### src/rainbow_led_hsv_generator_core_assert.svh
// assertion macros shared by the rainbow generator rtl
`ifndef RAINBOW_LED_HSV_GENERATOR_CORE_ASSERT_SVH
`define RAINBOW_LED_HSV_GENERATOR_CORE_ASSERT_SVH

// condition that holds at every clock edge out of reset
`define RLHG_ASSERT_ALWAYS(name, clk, rst, cond, msg) \
  name: assert property (@(posedge clk) disable iff (rst) (cond)) else $error(msg);

// same-cycle implication
`define RLHG_ASSERT_IMPLY(name, clk, rst, ante, cons, msg) \
  name: assert property (@(posedge clk) disable iff (rst) (ante) |-> (cons)) else $error(msg);

// next-cycle implication
`define RLHG_ASSERT_NEXT(name, clk, rst, ante, cons, msg) \
  name: assert property (@(posedge clk) disable iff (rst) (ante) |=> (cons)) else $error(msg);

`endif

### src/rlhg_pkg.sv
// ----------------------------------------------------------------------------
// rlhg_pkg
// shared types and constants of the rainbow led hsv generator
// ----------------------------------------------------------------------------
`default_nettype none

package rlhg_pkg;

  // led run
  localparam int LED_TOTAL = 64;
  localparam int LED_W     = 6;
  localparam logic [LED_W-1:0] LED_LAST = LED_W'(LED_TOTAL - 1);

  // field widths
  localparam int PERIOD_W = 16;
  localparam int HUE_W    = 9;
  localparam int STEP_W   = 9;
  localparam int CH_W     = 8;
  localparam int FRAC_W   = 6;
  localparam int SECT_W   = 3;

  // hue geometry
  localparam int HUE_FULL         = 360;
  localparam int SECTOR           = 60;
  localparam int WAVE_GAP_SHIFT   = 4;   // 16 degrees per group
  localparam int WAVE_GROUP_SHIFT = 2;   // groups of four leds

  // shared multiplier and divide-by-sector reciprocal
  localparam int MUL_W       = 16;
  localparam int PROD_W      = 2 * MUL_W;
  localparam logic [MUL_W-1:0] DIV60_MUL = 16'd17477;   // ceil(2^20 / 60)
  localparam int DIV60_SHIFT = 20;

  // apb
  localparam int ADDR_W = 5;
  localparam int DATA_W = 32;

  localparam logic MODE_WAVE = 1'b1;

  typedef enum logic [2:0] {
    REG_MODE,
    REG_SOLID_PERIOD,
    REG_WAVE_PERIOD,
    REG_SOLID_HUE_STEP,
    REG_WAVE_HUE_STEP,
    REG_SATURATION,
    REG_BRIGHTNESS
  } reg_idx_t;

  typedef struct packed {
    logic                mode;
    logic [PERIOD_W-1:0] solid_period;
    logic [PERIOD_W-1:0] wave_period;
    logic [STEP_W-1:0]   solid_hue_step;
    logic [STEP_W-1:0]   wave_hue_step;
    logic [CH_W-1:0]     saturation;
    logic [CH_W-1:0]     brightness;
  } cfg_t;

  typedef enum logic [3:0] {
    ST_IDLE,
    ST_BASE,
    ST_SPAN,
    ST_HUE,
    ST_SECT,
    ST_MUL_UP,
    ST_DIV_UP,
    ST_MUL_DN,
    ST_DIV_DN,
    ST_EMIT
  } state_t;

endpackage

`default_nettype wire

### src/rlhg_regs.sv
// ----------------------------------------------------------------------------
// rlhg_regs
// apb configuration registers of the rainbow generator
// ----------------------------------------------------------------------------
`default_nettype none

module rlhg_regs (
  input  wire logic                          clk,
  input  wire logic                          rst,
  input  wire logic                          psel,
  input  wire logic                          penable,
  input  wire logic                          pwrite,
  input  wire logic [rlhg_pkg::ADDR_W-1:0]   paddr,
  input  wire logic [rlhg_pkg::DATA_W-1:0]   pwdata,
  output logic      [rlhg_pkg::DATA_W-1:0]   prdata,
  output logic                               pready,
  output rlhg_pkg::cfg_t                     cfg
);
  import rlhg_pkg::*;

  reg_idx_t idx;
  logic     wr_en;

  assign pready = 1'b1;
  assign idx    = reg_idx_t'(paddr[4:2]);
  assign wr_en  = psel && penable && pwrite && pready;

  // register writes
  always_ff @(posedge clk) begin
    if (rst) begin
      cfg.mode           <= 1'b1;
      cfg.solid_period   <= '0;
      cfg.wave_period    <= '0;
      cfg.solid_hue_step <= STEP_W'(1);
      cfg.wave_hue_step  <= STEP_W'(1);
      cfg.saturation     <= '1;
      cfg.brightness     <= '1;
    end else if (wr_en) begin
      case (idx)
        REG_MODE:           cfg.mode           <= pwdata[0];
        REG_SOLID_PERIOD:   cfg.solid_period   <= pwdata[PERIOD_W-1:0];
        REG_WAVE_PERIOD:    cfg.wave_period    <= pwdata[PERIOD_W-1:0];
        REG_SOLID_HUE_STEP: cfg.solid_hue_step <= pwdata[STEP_W-1:0];
        REG_WAVE_HUE_STEP:  cfg.wave_hue_step  <= pwdata[STEP_W-1:0];
        REG_SATURATION:     cfg.saturation     <= pwdata[CH_W-1:0];
        REG_BRIGHTNESS:     cfg.brightness     <= pwdata[CH_W-1:0];
        default: ;
      endcase
    end
  end

  // read mux
  always_comb begin
    case (idx)
      REG_MODE:           prdata = DATA_W'(cfg.mode);
      REG_SOLID_PERIOD:   prdata = DATA_W'(cfg.solid_period);
      REG_WAVE_PERIOD:    prdata = DATA_W'(cfg.wave_period);
      REG_SOLID_HUE_STEP: prdata = DATA_W'(cfg.solid_hue_step);
      REG_WAVE_HUE_STEP:  prdata = DATA_W'(cfg.wave_hue_step);
      REG_SATURATION:     prdata = DATA_W'(cfg.saturation);
      REG_BRIGHTNESS:     prdata = DATA_W'(cfg.brightness);
      default:            prdata = '0;
    endcase
  end

endmodule

`default_nettype wire

### src/rainbow_led_hsv_generator_core.sv
// ----------------------------------------------------------------------------
// rainbow_led_hsv_generator_core
// tick-driven rainbow color generator with a shared-multiplier hsv converter
// ----------------------------------------------------------------------------
// Usage:
//   input channel (in_valid/in_ready, field tick): one transaction per timer
//   tick; tick 0 is taken and ignored. A tick that finds the counter at or
//   above the period of the current mode clears the counter and starts a run.
//   output channel (out_valid/out_ready): a run is 64 transactions, one per
//   led in order, with last set on the final led.
//   Colors come from one 16x16 multiplier that a sequencer reuses: a setup
//   of base and span per run, then per led the steps hue, sector, two
//   multiplies and two reciprocal divides, and emit. Each color is
//   registered at the emit step, and in_ready returns in the same cycle
//   that the last color of a run becomes valid.
//   Ticks that do not start a run are taken back to back.
//   in_ready is high only between runs; the final result of a run may still
//   wait in the output register while the next tick is taken.
//   A stalled receiver holds the sequencer at its emit step; nothing is lost.
//   Reset (rst, synchronous) clears the tick counter and hue, drops out_valid
//   and loads the register defaults. Configuration is to be written over apb
//   only while the block is between runs; the block does not enforce it.
// ----------------------------------------------------------------------------
`default_nettype none

module rainbow_led_hsv_generator_core (
  input  wire logic                          clk,
  input  wire logic                          rst,
  // tick channel
  input  wire logic                          in_valid,
  output logic                               in_ready,
  input  wire logic                          tick,
  // color channel
  output logic                               out_valid,
  input  wire logic                          out_ready,
  output logic      [rlhg_pkg::LED_W-1:0]    led_index,
  output logic      [rlhg_pkg::CH_W-1:0]     red,
  output logic      [rlhg_pkg::CH_W-1:0]     green,
  output logic      [rlhg_pkg::CH_W-1:0]     blue,
  output logic                               last,
  // apb configuration
  input  wire logic                          psel,
  input  wire logic                          penable,
  input  wire logic                          pwrite,
  input  wire logic [rlhg_pkg::ADDR_W-1:0]   paddr,
  input  wire logic [rlhg_pkg::DATA_W-1:0]   pwdata,
  output logic      [rlhg_pkg::DATA_W-1:0]   prdata,
  output logic                               pready
);
  import rlhg_pkg::*;

  cfg_t cfg;

  state_t state, state_next;

  logic [PERIOD_W-1:0] tick_count;
  logic [HUE_W-1:0]    hue_now;
  logic [LED_W-1:0]    led;

  logic [PROD_W-1:0]   prod;
  logic [CH_W-1:0]     base, span, up;
  logic [HUE_W-1:0]    hue;
  logic [SECT_W-1:0]   sector;
  logic [FRAC_W-1:0]   frac;

  logic                wave, in_take, run_start, out_free, emit, last_led, mul_en;
  logic [PERIOD_W-1:0] period_sel;
  logic [STEP_W-1:0]   step_sel;
  logic [HUE_W:0]      hue_sum, adv_sum;
  logic [HUE_W-1:0]    hue_wrap, hue_adv;
  logic [SECT_W-1:0]   sector_c;
  logic [FRAC_W-1:0]   frac_c;
  logic [MUL_W-1:0]    mul_a, mul_b;
  logic [CH_W-1:0]     quot, down, v, prod_base;
  logic [CH_W-1:0]     r_c, g_c, b_c;

  rlhg_regs u_regs (
    .clk     (clk),
    .rst     (rst),
    .psel    (psel),
    .penable (penable),
    .pwrite  (pwrite),
    .paddr   (paddr),
    .pwdata  (pwdata),
    .prdata  (prdata),
    .pready  (pready),
    .cfg     (cfg)
  );

  // mode selection and handshake terms
  assign wave       = cfg.mode == MODE_WAVE;
  assign period_sel = wave ? cfg.wave_period : cfg.solid_period;
  assign step_sel   = wave ? cfg.wave_hue_step : cfg.solid_hue_step;
  assign v          = cfg.brightness;
  assign in_ready   = state == ST_IDLE;
  assign in_take    = in_valid && in_ready;
  assign run_start  = in_take && tick && (tick_count >= period_sel);
  assign out_free   = !out_valid || out_ready;
  assign emit       = (state == ST_EMIT) && out_free;
  assign last_led   = led == LED_LAST;

  // hue of the current led, wave offset of 16 per group of four
  assign hue_sum  = {1'b0, hue_now}
                  + (wave ? (HUE_W+1)'({led[LED_W-1:WAVE_GROUP_SHIFT], WAVE_GAP_SHIFT'(0)})
                          : '0);
  assign hue_wrap = (hue_sum >= (HUE_W+1)'(HUE_FULL))
                  ? HUE_W'(hue_sum - (HUE_W+1)'(HUE_FULL)) : hue_sum[HUE_W-1:0];

  // hue advance after a run, step may reach 511
  assign adv_sum = {1'b0, hue_now} + (HUE_W+1)'(step_sel);
  always_comb begin
    if (adv_sum >= (HUE_W+1)'(2 * HUE_FULL)) begin
      hue_adv = HUE_W'(adv_sum - (HUE_W+1)'(2 * HUE_FULL));
    end else if (adv_sum >= (HUE_W+1)'(HUE_FULL)) begin
      hue_adv = HUE_W'(adv_sum - (HUE_W+1)'(HUE_FULL));
    end else begin
      hue_adv = adv_sum[HUE_W-1:0];
    end
  end

  // sector and offset within the sector
  always_comb begin
    if (hue >= HUE_W'(5 * SECTOR)) begin
      sector_c = 3'd5;
      frac_c   = FRAC_W'(hue - HUE_W'(5 * SECTOR));
    end else if (hue >= HUE_W'(4 * SECTOR)) begin
      sector_c = 3'd4;
      frac_c   = FRAC_W'(hue - HUE_W'(4 * SECTOR));
    end else if (hue >= HUE_W'(3 * SECTOR)) begin
      sector_c = 3'd3;
      frac_c   = FRAC_W'(hue - HUE_W'(3 * SECTOR));
    end else if (hue >= HUE_W'(2 * SECTOR)) begin
      sector_c = 3'd2;
      frac_c   = FRAC_W'(hue - HUE_W'(2 * SECTOR));
    end else if (hue >= HUE_W'(SECTOR)) begin
      sector_c = 3'd1;
      frac_c   = FRAC_W'(hue - HUE_W'(SECTOR));
    end else begin
      sector_c = 3'd0;
      frac_c   = FRAC_W'(hue);
    end
  end

  // shared multiplier operand select
  always_comb begin
    mul_en = state inside {ST_BASE, ST_MUL_UP, ST_DIV_UP, ST_MUL_DN, ST_DIV_DN};
    case (state)
      ST_BASE: begin
        mul_a = MUL_W'(8'hFF - cfg.saturation);
        mul_b = MUL_W'(v);
      end
      ST_MUL_UP: begin
        mul_a = MUL_W'(span);
        mul_b = MUL_W'(frac);
      end
      ST_MUL_DN: begin
        mul_a = MUL_W'(span);
        mul_b = MUL_W'(FRAC_W'(SECTOR) - frac);
      end
      ST_DIV_UP, ST_DIV_DN: begin
        mul_a = prod[MUL_W-1:0];
        mul_b = DIV60_MUL;
      end
      default: begin
        mul_a = '0;
        mul_b = '0;
      end
    endcase
  end

  assign prod_base = prod[2*CH_W-1:CH_W];
  assign quot      = prod[DIV60_SHIFT +: CH_W];
  assign down      = quot + base;

  // color of the current led
  always_comb begin
    if (cfg.saturation == '0) begin
      r_c = v;
      g_c = v;
      b_c = v;
    end else begin
      case (sector)
        3'd0: begin r_c = v;    g_c = up;   b_c = base; end
        3'd1: begin r_c = down; g_c = v;    b_c = base; end
        3'd2: begin r_c = base; g_c = v;    b_c = up;   end
        3'd3: begin r_c = base; g_c = down; b_c = v;    end
        3'd4: begin r_c = up;   g_c = base; b_c = v;    end
        default: begin r_c = v; g_c = base; b_c = down; end
      endcase
    end
  end

  // sequencer next state
  always_comb begin
    state_next = state;
    case (state)
      ST_IDLE:   if (run_start) state_next = ST_BASE;
      ST_BASE:   state_next = ST_SPAN;
      ST_SPAN:   state_next = ST_HUE;
      ST_HUE:    state_next = ST_SECT;
      ST_SECT:   state_next = ST_MUL_UP;
      ST_MUL_UP: state_next = ST_DIV_UP;
      ST_DIV_UP: state_next = ST_MUL_DN;
      ST_MUL_DN: state_next = ST_DIV_DN;
      ST_DIV_DN: state_next = ST_EMIT;
      ST_EMIT: begin
        if (out_free) state_next = last_led ? ST_IDLE : ST_HUE;
      end
      default:   state_next = ST_IDLE;
    endcase
  end

  // control state
  always_ff @(posedge clk) begin
    if (rst) begin
      state      <= ST_IDLE;
      tick_count <= '0;
      hue_now    <= '0;
      led        <= '0;
      out_valid  <= 1'b0;
    end else begin
      state <= state_next;
      if (in_take && tick) begin
        tick_count <= (tick_count < period_sel) ? tick_count + 1'b1 : '0;
      end
      if (run_start) begin
        led <= '0;
      end else if (emit) begin
        led <= led + 1'b1;
      end
      if (emit && last_led) begin
        hue_now <= hue_adv;
      end
      if (emit) begin
        out_valid <= 1'b1;
      end else if (out_ready) begin
        out_valid <= 1'b0;
      end
    end
  end

  // datapath and output payload
  always_ff @(posedge clk) begin
    if (mul_en) begin
      prod <= mul_a * mul_b;
    end
    if (state == ST_SPAN) begin
      base <= prod_base;
      span <= v - prod_base;
    end
    if (state == ST_HUE) begin
      hue <= hue_wrap;
    end
    if (state == ST_SECT) begin
      sector <= sector_c;
      frac   <= frac_c;
    end
    if (state == ST_MUL_DN) begin
      up <= quot + base;
    end
    if (emit) begin
      led_index <= led;
      red       <= r_c;
      green     <= g_c;
      blue      <= b_c;
      last      <= last_led;
    end
  end

  // checks
  `include "rainbow_led_hsv_generator_core_assert.svh"

  `RLHG_ASSERT_ALWAYS(a_hue_range, clk, rst, hue_now < HUE_W'(HUE_FULL), "hue out of range")
  `RLHG_ASSERT_IMPLY(a_last_index, clk, rst, out_valid && last, led_index == LED_LAST, "last on wrong led")
  `RLHG_ASSERT_IMPLY(a_frac_range, clk, rst, state == ST_MUL_UP, frac < FRAC_W'(SECTOR), "sector offset too big")
  `RLHG_ASSERT_NEXT(a_run_clears, clk, rst, run_start, tick_count == '0 && state == ST_BASE, "run start failed")

endmodule

`default_nettype wire

### config.mk
export PLATFORM = sky130hd
export DESIGN_NAME = rainbow_led_hsv_generator_core
export DESIGN_NICKNAME = d
export VERILOG_FILES = /design/src/rlhg_pkg.sv /design/src/rlhg_regs.sv /design/src/rainbow_led_hsv_generator_core.sv
export VERILOG_INCLUDE_DIRS = /design/src /design/src/src
export SDC_FILE = /design/constraint.sdc
export NUM_CORES = 1
export LEC_CHECK = 0
export ABC_AREA = 1
export BUFFER_PORTS_ARGS = -buffer_cell sky130_fd_sc_hd__buf_2
export CORE_ASPECT_RATIO = 1.5
export CORE_MARGIN = 1.5
export CORE_UTILIZATION = 60
export CTS_BUF_LIST = sky130_fd_sc_hd__clkbuf_16
export CTS_CLUSTER_DIAMETER = 30
export CTS_CLUSTER_SIZE = 30
export DETAILED_ROUTE_END_ITERATION = 12
export GPL_ROUTABILITY_DRIVEN = 0
export PLACE_DENSITY = 0.79
export REMOVE_ABC_BUFFERS = 1
export SLEW_MARGIN = 20
export SYNTH_ARGS = -nofsm -noshare
export SYNTH_HDL_FRONTEND = slang
export SYNTH_SLANG_ARGS = --single-unit
### constraint.sdc
create_clock -name clk -period 12.4 [get_ports clk]
set_input_delay 0.62 -clock clk [delete_from_list [all_inputs] [get_ports clk]]
set_output_delay 0.62 -clock clk [all_outputs]
set_load 0.01 [all_outputs]
Word level (Yosys, flattened, before mapping)
Cells that the tools add are included.
Storage, ports and cells
  register bits: 204
  latch bits: 0
  bits in writable memories: 0
  bits in read-only memories: 0
  output and inout port bits: 66
  word-level logic and storage cells: 136
  memories kept: 0
Cells by class
  add/subtract/negate cells: 16
  $mul: 1
  divide/modulo/power cells: 0
  order comparisons: 10
  eq/ne operators: 22
  shift operators: 0
  mux-type cells: 31
  bitwise operators: 0
  reduce and logical (&&, ||, !) cells: 31
Operators by type and width (number)
  $pmux W16 S7: 1
  $pmux W8 S3: 3
  $pmux W16 S4: 1
  $pmux W16 S3: 1
  $pmux W4 S10: 1
  $mux W9: 4
  $mux W16: 2
  $mux W8: 4
  $mux W6: 5
  $sub A6 B6 Y6 const B: 5
  $mul A16 B16 Y28: 1
  $ge A10 B9 Y1 const B: 2
  $ge A9 B8 Y1 const B: 2
  $sub A9 B9 Y9 const B: 2
  $add A16 B1 Y16 const B: 1
  $eq A4 B3 Y1 const B: 4
  $ge A16 B16 Y1: 1
  $lt A16 B16 Y1: 1
  $reduce_and A2 Y1: 8
  $reduce_or A2 Y1: 8
  $eq A3 B2 Y1 const B: 4
  $eq A3 B3 Y1 const B: 4
  $add A9 B8 Y10: 1
  $add A9 B9 Y10: 1
  28 further kinds: 44

Logic depth before layout (Yosys ltp)
  depth in word-level cells: 6
  depth in mapped cells: 37

Hierarchy
Synthesis repeated with hierarchy kept, for this count alone.
Unflattened totals
  cell total of the unflattened synthesis: 2413
  area total of the unflattened synthesis: 19459.9 µm²
Modules (own cells, without submodules)
  rainbow_led_hsv_generator_core: instances 1, cells an instance 1872, area each 15929.0 µm², sequential area each 3633.5 µm²
  rlhg_regs: instances 1, cells an instance 541, area each 3530.9 µm², sequential area each 1341.3 µm²

Worst setup path after synthesis
OpenSTA, ideal clock, no wires.
  kind: reg2reg
  from: register state[2]
  to: register prod[25] (data pin)
  setup time: 257 ps
  arrival: 6116 ps
  data required time: 12143 ps
  slack: 6026 ps
  cell stages (with the launch flop): 29
  path buffers: 0
  clock period less this slack: 6374 ps
  cell sequence: dfxtp_1 > inv_2 > nor2_2 > inv_2 > nor2_4 > nand3_2 > nor2_2 > inv_2 > nor2_1 > inv_1 > fa_1 > inv_1 > fa_1 > fa_1 > fa_1 > fa_1 > inv_1 > fa_1 > inv_1 > ha_1 > nand2_1 > nor4_1 > nand3_1 > nand3_1 > nand3_1 > nand2_1 > nand2_1 > nand2_1 > xor2_1
On the way
  longest elaborated chain between the ends: 4
Ends and longest elaborated chain
  start: declaration: line rainbow_led_hsv_generator_core.sv:54  | state_t state, state_next;
  start signal: assignment: line rainbow_led_hsv_generator_core.sv:222  | state <= state_next;
  $eq A4 B3 Y1 / $eq A4 B4 Y1 (equally long branches): line rainbow_led_hsv_generator_core.sv:147  | case (state)
  $reduce_or A2 Y1, on equally long branches
  $pmux W16 S4 / $pmux W16 S3 (equally long branches): line rainbow_led_hsv_generator_core.sv:147
  $mul A16 B16 Y28 *: line rainbow_led_hsv_generator_core.sv:245  | prod <= mul_a * mul_b;
  end signal: assignment: line rainbow_led_hsv_generator_core.sv:245
  end: declaration: line rainbow_led_hsv_generator_core.sv:60  | logic [PROD_W-1:0] prod;
Every way passes the cells marked *; elsewhere a longest branch is shown, timed or not.
A chain may end at the register's enable or synchronous reset.

Final worst setup path
  from: register state[0]
  to: register prod[26] (data pin)
Same word-level chain as after synthesis.

==> metrics.log <==
INFO  metric clockPowerShare = 0.232
INFO  metric initialDrtViolationCount = 1078
INFO  metric tritoncts = built
INFO  metric vdd_drop_max = 0.0000986 V
INFO  metric slowest_stage = dfxtp_1
INFO  metric syn-instance-count = 2217
INFO  metric final_hold_viol_count = 0
INFO  metric hpwlAfterDp = 38400 um
INFO  metric number_of_global_route_vias_before_repair = 15900
INFO  metric cp_data_required_time = 12.60 ns
INFO  metric startpoint_types = register
INFO  metric critical_path.reg2reg.endpoint = prod[26]
INFO  metric num_vias = 15500
INFO  metric synth_enable_flop_cells = 97
INFO  metric yosysWarningCount = 0
INFO  metric drv_slew = 0
INFO  metric post-layout-total-power = 0.00243 W
INFO  metric global_route.usage.total = 0.310
INFO  metric drt-total-wl = 47900 um
INFO  metric gr-usage-met3 = 0.0365
INFO  metric power.share.combinational = 0.432
INFO  metric post_placement_cell_area = 0.0195 mm^2
INFO  metric fin_cells = 2774
INFO  metric worst_setup_path_end_kind = register
INFO  metric drv.max_cap_violation_count = 0
INFO  metric cts_hold_repair.buffers = 0
INFO  metric power_leakage = 10.2 nW
INFO  metric pd_cells = 120 mW/mm^2
INFO  metric floorplan.die.width = 147 um
INFO  metric met1_capacity_usage_during_global_routing = 0.323
INFO  metric cp_max_fo = 14
INFO  metric grt_start_max_net_pins = 57
INFO  metric syn-cell-area = 0.0185 mm^2
INFO  metric power.share.sequential = 0.336
INFO  metric cts_repair_resize_count = 0
INFO  metric numClockSinks = 200
INFO  metric rr_startpoint = state[0]
INFO  metric floorplan.initialDensity = 0.611
INFO  metric synth.area.top_cells = fa_1 (20%), edfxtp_1 (16%), dfxtp_1 (11%)
INFO  metric grt_first_pass_wirelength = 77400 um
INFO  metric intPower = 0.00146 W
INFO  metric cts_root_buffer = clkbuf_16
INFO  metric final_critical_path_time_including_i_o_delays_and_setup = 7.74 ns
INFO  metric post_route_cells_drive_above_1_share = 0.0817
INFO  metric placed_cells_incl_taps = 2742
INFO  metric fp.dieH = 218 um
INFO  metric max_root_sink_buffers = 2
INFO  metric top_usage_layer = met2
INFO  metric synth_area_leader_cell = fa_1
INFO  metric worst-slew-pin-transition = 0.932 ns
INFO  metric cts_max_level = 4
INFO  metric arrival = 7.94 ns
INFO  metric synth.most_common_cell = inv_1
INFO  metric synthDominantCellAreaShare = 0.195
INFO  metric layout.nets = 2741
INFO  metric dieArea = 0.0320 mm^2
INFO  metric timing.max_slew.rel_slack = 0.376
INFO  metric ys_dominant_reg_cell = dfxtp_1
INFO  metric timing.critical_path.to = prod[26]
INFO  metric holdCritPathClass = input port to register
INFO  metric cts_post_setup_buffers_inserted = 0
INFO  metric timing_worst_setup_path_type = register to register
INFO  metric clock-skew-final = 0.0123 ns
INFO  metric gr-total-overflow = 0
INFO  metric swShare = 0.398
INFO  metric cts.clk_slew.worst_paths = 0.08 ns
INFO  metric syn2layout_area_growth = 8.68%
INFO  metric synthTopCellsByCount = inv_1 (464), nand2_1 (328), nor2_1 (182), fa_1 (181), o21ai_0 (166)
INFO  metric ys_async_sr_fraction = 0
INFO  metric design.core.area = 0.0304 mm^2
INFO  metric setup_failing_eps_final = 0
INFO  metric path_cells = nand2_1 -> nor2_4 -> nand3_2 -> nor2_2 -> inv_2 -> nor2_1 -> inv_1 -> fa_1 -> inv_1 -> fa_1 -> fa_1 -> fa_1 -> fa_1 -> inv_1 -> fa_1 -> inv_1 -> ha_1 -> nand2_1 -> nor4_1 -> nand4_1 -> nand3_1 -> a211oi_1 -> xor2_1
INFO  metric r2r_cells = 23
INFO  metric antenna_violations_before_repair = 0
INFO  metric io-pin-count = 111
INFO  metric antenna_cells = 0
INFO  metric share_of_the_cycle_needed_by_the_critical_path_after_routing = 0.624
INFO  metric number_of_buffers_created_by_cts = 17
INFO  metric cell_row_count = 78
INFO  metric detail_route.wl_per_cell = 17.3 um
INFO  metric yosysUniqueCellTypes = 56
INFO  metric cpMostUsedCell = fa_1
INFO  metric ff2ff_setup_slack = 4.66 ns
INFO  metric worstSkewPairLatency = 0.46 ns
INFO  metric fin_setup_tns = 0 ns
INFO  metric layout.cell_area.non_filler = 0.0201 mm^2
INFO  metric grt_util_met2 = 0.574
INFO  metric postSynthAreaPerCell = 8.36 um^2
INFO  metric final_antenna_net_count = 0
INFO  metric ys_seq_elements = 200
INFO  metric power.net_switching = 0.000965 W
INFO  metric port_buffers = 75
INFO  metric drt_pass1_iterations = 7
INFO  metric max_clock_freq = 129 MHz
INFO  metric grt_setup_unrepaired = false
INFO  metric drc_errors = 0
INFO  metric outcome = complete, no violations
INFO  metric proportion_of_synthesized_chip_area_in_sequential_cells = 0.268
INFO  metric setup.worst_path.start = state[0]
INFO  metric cp_slowest_stage_delay = 0.66 ns
INFO  metric avgViaCountPerCell = 5.58
routing by layer:
layer | part of all wire | up-vias | wire length (um)
met4 | 0.077 | 0 | 3670
met5 | 0 | - | 0
met2 | 0.52 | 668 | 25000
met3 | 0.055 | 218 | 2620
li1 | - | 7277 | -
met1 | 0.35 | 7320 | 16600
registers in the layout, indices dropped and copies added, names as in the netlist, 4 cells and up:
name,flops
state,4
prod,24
tick_count,16
blue,8
frac,6
u_regs.cfg,67
span,8
hue,9
green,8
led,6
led_index,6
red,8
up,8
hue_now,9
base,8
final cells by class:
cell class / instances / area, um^2
clock inverters: 15 / 171
inverters: 490 / 1840
repair buffers: 82 / 428
clock buffers: 17 / 425
multi-input cells: 1570 / 11800
fillers: 2494 / 10200
well taps: 400 / 500
flip-flops and latches: 200 / 4970
power by group through the flow:
stage | clock, W | sequential (W) | combinational, W
floorplan | 0 | 0.000819 | 0.000794
global placement | 0 | 0.000827 | 0.000994
detailed placement | 0 | 0.000828 | 0.00102
CTS | 0.000565 | 0.000813 | 0.00103
global route | 0.000587 | 0.000817 | 0.00120
finish | 0.000563 | 0.000814 | 0.00105
cells by family (layout without fill, tap and decap cells):
family,after synthesis,count (layout),share of synthesized area
XOR/XNOR,67,67,0.0317
flip-flops,200,200,0.268
AND/OR/NAND/NOR,675,675,0.160
adder cells (fa/ha/maj),335,335,0.299
AO/OA/AOI/OAI,390,390,0.122
other,2,96,0.000405
multiplexers,7,7,0.00378
buffers and inverters,541,604,0.115
placed cells by master (no fill, tap or decap), drive strengths merged, types with 82 or more instances in the layout:
cell and count:
nand2 337, o21ai 177, dfxtp 103, inv 494, ha 154, buf 82
a21oi 114, fa 181, nor2 206, edfxtp 97, conb 96
metrics by stage:
| step | hold WS [ns] | utilization | setup slack [ns] |
|---|---|---|---|
| after floorplan | 0.426 | - | 5.81 |
| after global placement | 0.432 | 0.644 | 4.89 |
| after detailed placement | 0.434 | 0.644 | 4.79 |
| after CTS | 0.386 | 0.663 | 4.76 |
| after global routing | 0.421 | 0.664 | 4.22 |
| final | 0.406 | 0.664 | 4.66 |
critical path: cells and delay by family (launching register included):
family / cells / cell delay (ns)
buf+inv: 5 / 0.56
fa+ha+maj: 7 / 3.46
xor+xnor: 1 / 0.15
compound gates: 1 / 0.12
flops: 1 / 0.66
simple gates: 9 / 2.52
worst min path at each step:
stage | from | to | slack [ns] | cells after the start
5_1_grt | pwdata[13] | u_regs.cfg[63] | 0.42 | 3
6_report | pwdata[14] | u_regs.cfg[64] | 0.41 | 3
3_3_place_gp | prod[12] | base[4] | 0.43 | 0
4_1_cts | pwdata[14] | u_regs.cfg[64] | 0.39 | 3
3_5_place_dp | prod[13] | base[5] | 0.43 | 0
2_1_floorplan | prod[10] | base[2] | 0.43 | 0
No activity file was read; power rests on OpenSTA's default activity.
